## config.mk

```make
export PLATFORM = sky130hd
export DESIGN_NAME = prime_count_classifier
export DESIGN_NICKNAME = d
export VERILOG_FILES = /design/src/rtl/core/pcc_pkg.sv /design/src/rtl/core/pcc_ctrl.sv /design/src/rtl/core/pcc_dp.sv /design/src/rtl/core/prime_count_classifier.sv
export SDC_FILE = /design/constraint.sdc
export NUM_CORES = 1
export LEC_CHECK = 0
export BUFFER_PORTS_ARGS = -buffer_cell sky130_fd_sc_hd__clkbuf_2
export CAP_MARGIN = 20
export CORE_MARGIN = 3
export CORE_UTILIZATION = 58
export DETAILED_ROUTE_END_ITERATION = 8
export HOLD_SLACK_MARGIN = 0.12
export PLACE_DENSITY = 0.76
export SETUP_SLACK_MARGIN = 0.4
export SKIP_LAST_GASP = 1
export SYNTH_ARGS = -nofsm -noshare
export SYNTH_HDL_FRONTEND = slang
export SYNTH_SLANG_ARGS = --single-unit
```

## constraint.sdc

```tcl
create_clock -name clk -period 19.6 [get_ports clk]
set_input_delay 3.92 -clock clk [delete_from_list [all_inputs] [get_ports clk]]
set_output_delay 3.92 -clock clk [all_outputs]
set_load 0.005 [all_outputs]
```

## src/rtl/core/pcc_pkg.sv

```systemverilog
// ----------------------------------------------------------------------------
// pcc_pkg
// Shared types and constants of the prime count classifier: value and count
// widths, result packing, and the command and status groups that join the
// controller and the datapath.
// ----------------------------------------------------------------------------
package pcc_pkg;

	localparam int VALUE_W   = 32;
	localparam int COUNT_W   = 16;
	localparam int DIV_STEPS = 8;

	localparam int OUT_W          = 24;
	localparam int OUT_WHOLE_BIT  = 0;
	localparam int OUT_DIV3_BIT   = 1;
	localparam int OUT_PRIME_BIT  = 2;
	localparam int OUT_COUNT_LSB  = 3;
	localparam int OUT_ASC_BIT    = OUT_COUNT_LSB + COUNT_W;

	typedef struct packed {
		logic load;
		logic div_start;
		logic div_sel3;
		logic div_step;
		logic set_div3;
		logic set_prime;
		logic next_div;
		logic commit;
	} pcc_cmd_t;

	typedef struct packed {
		logic whole;
		logic ge2;
		logic div_last;
		logic rem_zero;
		logic sq_gt_n;
	} pcc_sts_t;

endpackage

```

## src/rtl/core/pcc_ctrl.sv

```systemverilog
// ----------------------------------------------------------------------------
// pcc_ctrl
// Controller of the classifier: sequences the divisibility-by-three check and
// the trial-division loop, and owns the input and output handshakes.
// ----------------------------------------------------------------------------
module pcc_ctrl
	import pcc_pkg::*;
(
	input  logic     clk,
	input  logic     arst_n,
	input  logic     in_valid,
	output logic     in_ready,
	output logic     out_valid,
	input  logic     out_ready,
	input  pcc_sts_t sts,
	output pcc_cmd_t cmd
);

	typedef enum logic [2:0] {
		ST_IDLE,
		ST_CHECK,
		ST_DIV3,
		ST_DIV3_END,
		ST_TEST,
		ST_TRIAL,
		ST_TRIAL_END,
		ST_FINISH
	} state_t;

	state_t state_q;
	state_t state_nxt;
	logic   out_valid_q;
	logic   out_free;

	assign in_ready  = (state_q == ST_IDLE);
	assign out_valid = out_valid_q;
	assign out_free  = !out_valid_q || out_ready;

	always_comb begin
		cmd       = '0;
		state_nxt = state_q;
		unique case (state_q)
			ST_IDLE: begin
				if (in_valid) begin
					cmd.load  = 1'b1;
					state_nxt = ST_CHECK;
				end
			end
			ST_CHECK: begin
				if (sts.whole) begin
					cmd.div_start = 1'b1;
					cmd.div_sel3  = 1'b1;
					state_nxt     = ST_DIV3;
				end else begin
					state_nxt = ST_FINISH;
				end
			end
			ST_DIV3: begin
				cmd.div_step = 1'b1;
				if (sts.div_last) begin
					state_nxt = ST_DIV3_END;
				end
			end
			ST_DIV3_END: begin
				cmd.set_div3 = 1'b1;
				state_nxt    = sts.ge2 ? ST_TEST : ST_FINISH;
			end
			ST_TEST: begin
				if (sts.sq_gt_n) begin
					cmd.set_prime = 1'b1;
					state_nxt     = ST_FINISH;
				end else begin
					cmd.div_start = 1'b1;
					state_nxt     = ST_TRIAL;
				end
			end
			ST_TRIAL: begin
				cmd.div_step = 1'b1;
				if (sts.div_last) begin
					state_nxt = ST_TRIAL_END;
				end
			end
			ST_TRIAL_END: begin
				if (sts.rem_zero) begin
					state_nxt = ST_FINISH;
				end else begin
					cmd.next_div = 1'b1;
					state_nxt    = ST_TEST;
				end
			end
			ST_FINISH: begin
				if (out_free) begin
					cmd.commit = 1'b1;
					state_nxt  = ST_IDLE;
				end
			end
			default: begin
				state_nxt = ST_IDLE;
			end
		endcase
	end

	always_ff @(posedge clk or negedge arst_n) begin
		if (!arst_n) begin
			state_q     <= ST_IDLE;
			out_valid_q <= 1'b0;
		end else begin
			state_q <= state_nxt;
			if (cmd.commit) begin
				out_valid_q <= 1'b1;
			end else if (out_ready) begin
				out_valid_q <= 1'b0;
			end
		end
	end

endmodule

```

## src/rtl/core/pcc_dp.sv

```systemverilog
// ----------------------------------------------------------------------------
// pcc_dp
// Datapath of the classifier: input capture, an iterative remainder unit that
// takes DIV_STEPS dividend bits per cycle, the trial divisor and its square,
// the per-list state and the result register.
// ----------------------------------------------------------------------------
module pcc_dp
	import pcc_pkg::*;
#(
	parameter int FRAC_BITS = 16
) (
	input  logic               clk,
	input  logic               arst_n,
	input  pcc_cmd_t           cmd,
	output pcc_sts_t           sts,
	input  logic [VALUE_W-1:0] in_value,
	input  logic               in_start,
	output logic [OUT_W-1:0]   out_data
);

	localparam int IP_W   = (FRAC_BITS < VALUE_W) ? (VALUE_W - FRAC_BITS) : 1;
	localparam int D_W    = (IP_W + 1) / 2 + 1;
	localparam int SQ_W   = IP_W + 2;
	localparam int NCHUNK = (IP_W + DIV_STEPS - 1) / DIV_STEPS;
	localparam int PAD_W  = NCHUNK * DIV_STEPS;
	localparam int CNT_W  = (NCHUNK > 1) ? $clog2(NCHUNK) : 1;
	localparam logic [VALUE_W:0]   FM_WIDE   = (33'd1 << FRAC_BITS) - 33'd1;
	localparam logic [VALUE_W-1:0] FRAC_MASK = FM_WIDE[VALUE_W-1:0];

	logic [VALUE_W-1:0] ip_full;
	logic [IP_W-1:0]    ip_in;
	logic [IP_W-1:0]    mag_in;

	logic [VALUE_W-1:0] value_q;
	logic               start_q;
	logic               whole_q;
	logic [IP_W-1:0]    mag_q;
	logic               ge2_q;
	logic [D_W-1:0]     d_q;
	logic [SQ_W-1:0]    sq_q;
	logic               div3_q;
	logic               prime_q;
	logic [PAD_W-1:0]   dvd_q;
	logic [D_W-1:0]     rem_q;
	logic [D_W-1:0]     div_q;
	logic [CNT_W-1:0]   cnt_q;
	logic [D_W-1:0]     rem_nxt;

	logic [VALUE_W-1:0] prev_q;
	logic               have_prev_q;
	logic               asc_q;
	logic [COUNT_W-1:0] total_q;
	logic [COUNT_W-1:0] tot_base;
	logic [COUNT_W-1:0] tot_new;
	logic               asc_new;
	logic [OUT_W-1:0]   out_q;

	assign ip_full = $signed(in_value) >>> FRAC_BITS;
	assign ip_in   = ip_full[IP_W-1:0];
	assign mag_in  = ip_in[IP_W-1] ? (~ip_in + IP_W'(1)) : ip_in;

	always_comb begin
		logic [D_W:0] r;
		r = {1'b0, rem_q};
		for (int k = 0; k < DIV_STEPS; k++) begin
			r = {r[D_W-1:0], dvd_q[PAD_W-1-k]};
			if (r >= {1'b0, div_q}) begin
				r = r - {1'b0, div_q};
			end
		end
		rem_nxt = r[D_W-1:0];
	end

	always_ff @(posedge clk) begin
		if (cmd.load) begin
			value_q <= in_value;
			start_q <= in_start;
			whole_q <= ((in_value & FRAC_MASK) == '0);
			mag_q   <= mag_in;
			ge2_q   <= !ip_in[IP_W-1] && (mag_in > IP_W'(1));
			d_q     <= D_W'(2);
			sq_q    <= SQ_W'(4);
			div3_q  <= 1'b0;
			prime_q <= 1'b0;
		end
		if (cmd.div_start) begin
			dvd_q <= PAD_W'(mag_q);
			rem_q <= '0;
			cnt_q <= '0;
			div_q <= cmd.div_sel3 ? D_W'(3) : d_q;
		end
		if (cmd.div_step) begin
			dvd_q <= dvd_q << DIV_STEPS;
			rem_q <= rem_nxt;
			cnt_q <= cnt_q + CNT_W'(1);
		end
		if (cmd.set_div3) begin
			div3_q <= (rem_q == '0);
		end
		if (cmd.set_prime) begin
			prime_q <= 1'b1;
		end
		if (cmd.next_div) begin
			d_q  <= d_q + D_W'(1);
			sq_q <= sq_q + SQ_W'({d_q, 1'b0}) + SQ_W'(1);
		end
		if (cmd.commit) begin
			out_q <= {{(OUT_W - OUT_ASC_BIT - 1){1'b0}}, asc_new, tot_new,
				prime_q, div3_q, whole_q};
		end
	end

	always_comb begin
		tot_base = start_q ? '0 : total_q;
		tot_new  = (prime_q && (tot_base != '1)) ? (tot_base + COUNT_W'(1)) : tot_base;
		asc_new  = (start_q || asc_q) &&
			!(!start_q && have_prev_q && ($signed(prev_q) > $signed(value_q)));
	end

	always_ff @(posedge clk or negedge arst_n) begin
		if (!arst_n) begin
			prev_q      <= '0;
			have_prev_q <= 1'b0;
			asc_q       <= 1'b1;
			total_q     <= '0;
		end else if (cmd.commit) begin
			prev_q      <= value_q;
			have_prev_q <= 1'b1;
			asc_q       <= asc_new;
			total_q     <= tot_new;
		end
	end

	assign sts.whole    = whole_q;
	assign sts.ge2      = ge2_q;
	assign sts.div_last = (cnt_q == CNT_W'(NCHUNK - 1));
	assign sts.rem_zero = (rem_q == '0);
	assign sts.sq_gt_n  = (sq_q > SQ_W'(mag_q));
	assign out_data     = out_q;

endmodule

```

## src/rtl/core/prime_count_classifier.sv

```systemverilog
// ----------------------------------------------------------------------------
// prime_count_classifier
// Classifies a stream of signed fixed-point list elements: whole, divisible by
// three, prime by trial division, running prime count and ascending order.
// ----------------------------------------------------------------------------
// One element enters on the s_ channel: s_tdata carries the value and s_tuser
// flags the first element of a new list, which clears the prime count and the
// ascending state. One result leaves on the m_ channel for every element.
// Elements are handled one at a time. A non-whole element goes from the check
// state straight to the finish state. A whole element first runs its integer
// part n through the remainder unit for the divisibility-by-three check, then
// tries divisors 2, 3 and upward while the divisor square stays at or below n.
// Each try runs the test, trial and trial-end states, and in the trial state
// the remainder unit retires eight dividend bits per cycle. The next element
// is accepted once the result has been committed and the controller has
// returned to idle.
// The result sits in an output register, and the next element is accepted
// while it waits; when m_tready stays low, the following result is held
// inside until the register is free. Reset empties the output, returns the
// controller to idle and starts an empty ascending list with a zero count.
// ----------------------------------------------------------------------------
module prime_count_classifier
	import pcc_pkg::*;
#(
	parameter int FRAC_BITS = 16
) (
	input  logic               clk,
	input  logic               arst_n,
	input  logic               s_tvalid,
	output logic               s_tready,
	// value[31:0]
	input  logic [VALUE_W-1:0] s_tdata,
	// list_start[0]
	input  logic               s_tuser,
	output logic               m_tvalid,
	input  logic               m_tready,
	// is_whole[0], divisible_by_three[1], is_prime[2], prime_count[18:3],
	// ascending[19], zero fill[23:20]
	output logic [OUT_W-1:0]   m_tdata
);

	pcc_cmd_t cmd;
	pcc_sts_t sts;

	pcc_ctrl u_ctrl (
		.clk       (clk),
		.arst_n    (arst_n),
		.in_valid  (s_tvalid),
		.in_ready  (s_tready),
		.out_valid (m_tvalid),
		.out_ready (m_tready),
		.sts       (sts),
		.cmd       (cmd)
	);

	pcc_dp #(
		.FRAC_BITS (FRAC_BITS)
	) u_dp (
		.clk      (clk),
		.arst_n   (arst_n),
		.cmd      (cmd),
		.sts      (sts),
		.in_value (s_tdata),
		.in_start (s_tuser),
		.out_data (m_tdata)
	);

	assert property (@(posedge clk) disable iff (!arst_n)
		s_tvalid && s_tready |=> !s_tready)
		else $error("Controller accepted a transaction while busy.");

	assert property (@(posedge clk) disable iff (!arst_n)
		$rose(m_tvalid) |-> $past(cmd.commit))
		else $error("Result became valid without a commit.");

	assert property (@(posedge clk) disable iff (!arst_n)
		m_tvalid && m_tdata[OUT_PRIME_BIT] |-> m_tdata[OUT_WHOLE_BIT])
		else $error("Prime result reported for a non-whole value.");

endmodule

```

Yosys cells after proc, flatten, opt, wreduce, memory -nomap -nowiden
Index checks and enable logic that the tools add are counted.

operators by class
  equality and inequality tests = 12
  reduce and logical (&&, ||, !) cells = 20
  bitwise gates (word level) = 1
  add/sub/neg operators = 14
  muxes and demuxes = 48
  $lt $le $gt $ge = 11

operators with widths
  kind                     count
  $mux W9                  12
  $ge A10 B9 Y1            8
  $mux W16                 5
  $sub A9 B9 Y9            8
  $mux W18                 2
  $add A16 B1 Y16 const B  2
  $gt A32 B32 Y1           1
  $logic_not A32 Y1        1
  $pmux W3 S8              1
  $add A18 B1 Y18 const B  1
  $add A18 B10 Y18         1
  $gt A18 B16 Y1           1
  $mux W1                  18
  $gt A16 B1 Y1 const B    1
  $ne A16 B16 Y1 const B   1
  $not A16 Y16             1
  $mux W3                  5
  $eq A3 B3 Y1 const B     4
  $add A9 B1 Y9 const B    1
  $logic_not A9 Y1         1
  $mux W2                  4
  $reduce_bool A2 Y1       4
  $eq A3 B2 Y1 const B     2
  $ne A2 B1 Y1 const B     3
  other kinds (10)         18

word-level totals
  logic and storage cells = 127
  register bits after elaboration = 189

Longest topological paths before layout
  word-level depth = 17
  mapped depth = 83
  mapped depth without buffers = 78

Cells and area by module
From an unflattened synthesis, not the netlist that was laid out.

second synthesis, totals
  cell total of the unflattened synthesis = 1328
  area, all modules = 13379.1 um^2

by module, submodules not included
  module    seq. area each (um^2)  cells each  area an instance (um^2)  instances
  pcc_dp    5186.2                 1282        13055.0                  1
  pcc_ctrl  100.1                  46          324.1                    1

Worst setup path after synthesis
Ideal clock, no wire load.

  path type = register -> register
  start point = register u_dp.div_q[1]
  end point = register u_dp.rem_q[1] (data pin)
  buffers on the path = 5
  path slack = 3.652 ns
  arrival = 15.681 ns
  stages on the path, launching flop included = 77
  required time = 19.333 ns
  library setup time = 0.267 ns
  path through = edfxtp_1 -> inv_1 -> fa_1 -> a211oi_2 -> o21ai_1 -> a31o_1 -> buf_6 -> nand2_1 -> o21ai_0 -> fa_1 -> nand2b_1 -> a21oi_1 -> a41o_1 -> a311oi_4 -> nand2_2 -> buf_6 -> mux2_2 -> ha_1 -> [... 41 more ...] -> o31ai_1 -> nand3_1 -> nand3b_1 -> o22ai_2 -> a21oi_4 -> a221o_1 -> ha_1 -> a21o_1 -> a21oi_1 -> nor2_1 -> nor2_1 -> nand2_1 -> o21bai_1 -> a21oi_1 -> o211a_1 -> buf_6 -> mux2i_1 -> nor2_1

on the way
  cells in the longest elaborated chain, start to end = 17
  elaborated cells on any way between the ends = 25

RTL lines
  what                                            RTL line                    text
  from (decl)                                     pcc_dp.sv:45                logic [D_W-1:0] div_q;
  from (signal assigned)                          pcc_dp.sv:90                div_q <= cmd.div_sel3 ? D_W'(3) : d_q;
  $sub A9 B9 Y9 or $ge A10 B9 Y1 (tied branches)  pcc_dp.sv:68, pcc_dp.sv:67
  $mux W9                                         pcc_dp.sv:67                if (r >= {1'b0, div_q}) begin
  $sub A9 B9 Y9 or $ge A10 B9 Y1 (tied branches)  pcc_dp.sv:68, pcc_dp.sv:67
  $mux W9                                         pcc_dp.sv:67
  $sub A9 B9 Y9 or $ge A10 B9 Y1 (tied branches)  pcc_dp.sv:68, pcc_dp.sv:67
  $mux W9                                         pcc_dp.sv:67
  $sub A9 B9 Y9 or $ge A10 B9 Y1 (tied branches)  pcc_dp.sv:68, pcc_dp.sv:67
  $mux W9                                         pcc_dp.sv:67
  $sub A9 B9 Y9 or $ge A10 B9 Y1 (tied branches)  pcc_dp.sv:68, pcc_dp.sv:67
  $mux W9                                         pcc_dp.sv:67
  $sub A9 B9 Y9 or $ge A10 B9 Y1 (tied branches)  pcc_dp.sv:68, pcc_dp.sv:67
  $mux W9                                         pcc_dp.sv:67
  $ge A10 B9 Y1 or $sub A9 B9 Y9 (tied branches)  pcc_dp.sv:67, pcc_dp.sv:68
  $mux W9                                         pcc_dp.sv:67
  $sub A9 B9 Y9 or $ge A10 B9 Y1 (tied branches)  pcc_dp.sv:68, pcc_dp.sv:67
  $mux W9 *                                       pcc_dp.sv:67
  $mux W9 *                                       pcc_dp.sv:92                if (cmd.div_step) begin
  to (signal assigned)                            pcc_dp.sv:94                rem_q <= rem_nxt;
  to (decl)                                       pcc_dp.sv:44                logic [D_W-1:0] rem_q;

Every way passes the cells marked *; elsewhere a longest branch is shown, timed or not.
A chain may end at the register's enable or synchronous reset.

Worst setup path in the final report
  start point = register u_dp.div_q[0]
  end point = register u_dp.rem_q[3] (data pin)

Same word-level chain as after synthesis.

==> results.py <==
metrics = {
    "status": {
        "status": "finished, final reports clean",
    },
    "finish": {
        "num-fill-cells": 1750,
        "antenna_cells": 0,
        "multi_input_area_sq_um": 7550,
        "drive_above_1_share_pct": 15.0,
        "layout-area-overhead-vs-synth_pct": 9.50,
        "final-seq-area_sq_um": 5290,
        "fin_nets": 1540,
    },
    "synthesis": {
        "synth_cell_types": 87,
        "synth_flop_cell": "edfxtp_1",
        "postSynthCellCount": 1293,
        "synth_top_area_share_pct": 28.1,
        "postSynth.asyncResetShare_pct": 28.7,
        "yosys_warnings": 0,
        "synthTopCellsByArea": "edfxtp_1, ha_1, dfrtp_1",
        "ys_seq_area_share_pct": 39.6,
        "synth-edff-count": 125,
        "ys_seq_elements": 188,
        "syn_avg_cell_area_sq_um": 10.3,
        "netlist_area_sq_um": 13400,
        "yosysTopAreaCell": "edfxtp_1",
    },
    "floorplan": {
        "core_sq_um": 22200,
        "dieWidth_um": 158,
        "die_area_sq_um": 24900,
        "die_y_um": 158,
        "start_util_pct": 60.1,
        "io_pins": 63,
        "placementRows": 54,
    },
    "sta": {
        "period_minus_slack_ns": 17.83,
        "setup_viol": 0,
        "slew_headroom_pct": 33.8,
        "period_share_pct": 91.0,
        "drv_slew": 0,
        "rsz0062_at_grt": "no",
        "fmax_mhz": 56.1,
        "finalClockSkew_ns": 0.0181,
        "worst_slew_pin_slew_ns": 0.991,
        "finalHoldViolCount": 0,
        "fin_setup_tns_ns": 0,
    },
    "setup_path": {
        "required_ns": 19.78,
        "cp_max_fo": 13,
        "slowest_delay_ns": 0.62,
        "end_kind": "flip-flop",
        "arrival_ns": 18.01,
        "path_class": "flip-flop to flip-flop",
        "start_kind": "flip-flop",
        "crit_slowest_cell": "edfxtp_1",
    },
    "global_routing": {
        "track_usage_pct": 23.6,
        "grt_pass1_vias": 9558,
        "grt_overflow": 0,
        "grt_antenna_before_repair": 0,
        "grt_pass1_wl_um": 47200,
        "grt_max_degree": 55,
    },
    "clocking": {
        "cts-root-buf": "clkbuf_16",
        "clk_latency_ns": 0.44,
        "cts_sinks": 188,
        "cts_buffer_depth": 2,
        "clk_pin_slew_worst_paths_ns": 0.07,
        "cts_tree": "yes",
        "htree_levels": 4,
        "cts_buffers": 17,
        "cts_hold_buf": 0,
    },
    "run": {
        "drv_cap": 0,
    },
    "routing": {
        "routed_via_density": 5.95,
        "routedWlPerCell_um": 17.5,
        "routed-via-count": 9841,
        "first_iter_violations": 780,
        "wl_um": 29000,
        "drt_pass1_iterations": 5,
        "ant_nets": 0,
        "drc_errors": 0,
    },
    "placement": {
        "dp_hpwl_um": 21500,
        "port_buffers": 58,
        "routabilityCongestion": 0.945,
    },
    "min_path": {
        "min_path_type": "flip-flop to flip-flop",
    },
}
## critical path, delay by kind of cell, from the launching register on
kind,cells,cell delay [ns]
AOI/OAI and AO/OA,35,8.54
adders and majority gates,9,3.42
buffers and inverters,1,0.05
DFF,1,0.62
muxes,6,1.87
and+or+nand+nor,20,3.06
## per-stage QoR
step	hold WS [ns]	worst slack [ns]	instances	cell area, sq um	utilization [%]
after floorplan	0.400	3.65	1296	13400	-
after global placement	0.452	1.90	1609	13900	62.5
after detailed placement	0.472	1.42	1609	13900	62.5
after CTS	0.487	1.36	1641	14500	65.2
after global routing	0.485	0.493	1655	14600	65.8
final	0.489	1.77	1655	14600	65.8
## worst paths after layout
path,slack [ns],start,endpoint,depth (start not counted)
max in group asynchronous,15.51,arst_n,u_dp.prev_q[29]$_DFFE_PN0P_,2
min in group asynchronous,3.59,arst_n,u_dp.total_q[10]$_DFFE_PN0P_,2
worst max register to register,1.77,u_dp.div_q[0]$_SDFFCE_PP1P_,u_dp.rem_q[3]$_SDFFCE_PN0P_,71
worst min register to register,0.49,u_dp.have_prev_q$_DFFE_PN0P_,u_dp.have_prev_q$_DFFE_PN0P_,1
worst min-delay path,0.49,u_dp.have_prev_q$_DFFE_PN0P_,u_dp.have_prev_q$_DFFE_PN0P_,1
worst max-delay path,1.77,u_dp.div_q[0]$_SDFFCE_PP1P_,u_dp.rem_q[3]$_SDFFCE_PN0P_,71
## timing repair
item | 4_1_cts | 5_1_grt
endpoints found under the setup margin | 0 | 9
setup buffers | 0 | 12
resized for setup | 0 | 7
## placed cells by master, fill, tap and decap left out, types with 7 or more instances in the layout
cell	count
o21ai_1	12
a221o_1	7
o21bai_1	9
inv_1	100
mux2i_1	24
nand2_1	72
a21o_1	43
or3_1	8
nor3_1	22
o21ai_0	43
a21oi_1	57
nand3_1	25
nor4_1	13
clkbuf_16	17
nor2_1	100
a22o_1	8
and2_1	15
o31ai_1	9
o21a_1	20
nor2b_1	41
dfxtp_1	9
xnor2_1	58
xor2_1	34
nand4_1	27
fa_1	9
mux2_2	62
dfrtp_1	53
clkbuf_2	58
edfxtp_1	125
buf_4	19
a211oi_1	7
nand2b_1	23
ha_1	132
## logic make-up (layout without fill, tap and decap cells)
logic type,after synthesis,count (layout),share of synthesized area (%)
buf+inv,132,211,4.12
simple gates,376,376,14.2
flops,188,188,39.6
other cells,1,4,0.0281
fa+ha+maj,141,141,13.7
xor+xnor,92,92,6.03
mux,89,89,7.41
compound gates,274,274,14.9
## cell usage after synthesis (all sizes together) (5+ instances only)
| cell type | number |
|---|---|
| inv | 101 |
| nand2 | 73 |
| a22o | 8 |
| mux2 | 63 |
| xor2 | 34 |
| a211oi | 10 |
| o211ai | 5 |
| a31oi | 6 |
| dfrtp | 53 |
| xnor2 | 58 |
| a21oi | 60 |
| o31ai | 10 |
| o21bai | 9 |
| edfxtp | 125 |
| o21ai | 55 |
| a221o | 7 |
| dfxtp | 9 |
| nand3 | 25 |
| fa | 9 |
| clkbuf | 18 |
| or2 | 6 |
| nor2 | 101 |
| o21a | 20 |
| buf | 13 |
| nor2b | 41 |
| and3 | 6 |
| nand2b | 23 |
| nor4 | 13 |
| nor3 | 22 |
| or3 | 8 |
| mux2i | 26 |
| ha | 132 |
| and2 | 16 |
| nand4 | 27 |
| a21o | 45 |
## state kept, by name (all words and copies together), names as in the netlist, 16 cells and up
| signal | flops |
|---|---|
| u_dp.value_q | 31 |
| u_dp.sq_q | 18 |
| u_dp.out_data | 20 |
| u_dp.mag_q | 16 |
| u_dp.dvd_q | 16 |
| u_dp.total_q | 16 |
| u_dp.prev_q | 32 |
## cell type report
cell class	count	area share, %
multi-input cells	976	51.6
flip-flops and latches	188	36.2
repair buffers	78	3.06
clock buffers	18	2.93
inverters	101	2.62
well taps	280	2.40
clock inverters	14	1.22
## metal layers
| layer | up-vias | global-route usage (%) | wire [um] |
|---|---|---|---|
| met5 | - | 0 | 0 |
| li1 | 4849 | - | - |
| met4 | 0 | 6.74 | 518 |
| met2 | 222 | 40.1 | 14600 |
| met1 | 4730 | 31.6 | 12700 |
| met3 | 40 | 3.42 | 1140 |
Power is not shown: default switching activity piles up to over one toggle a cycle in this logic, so the estimate is an artifact.
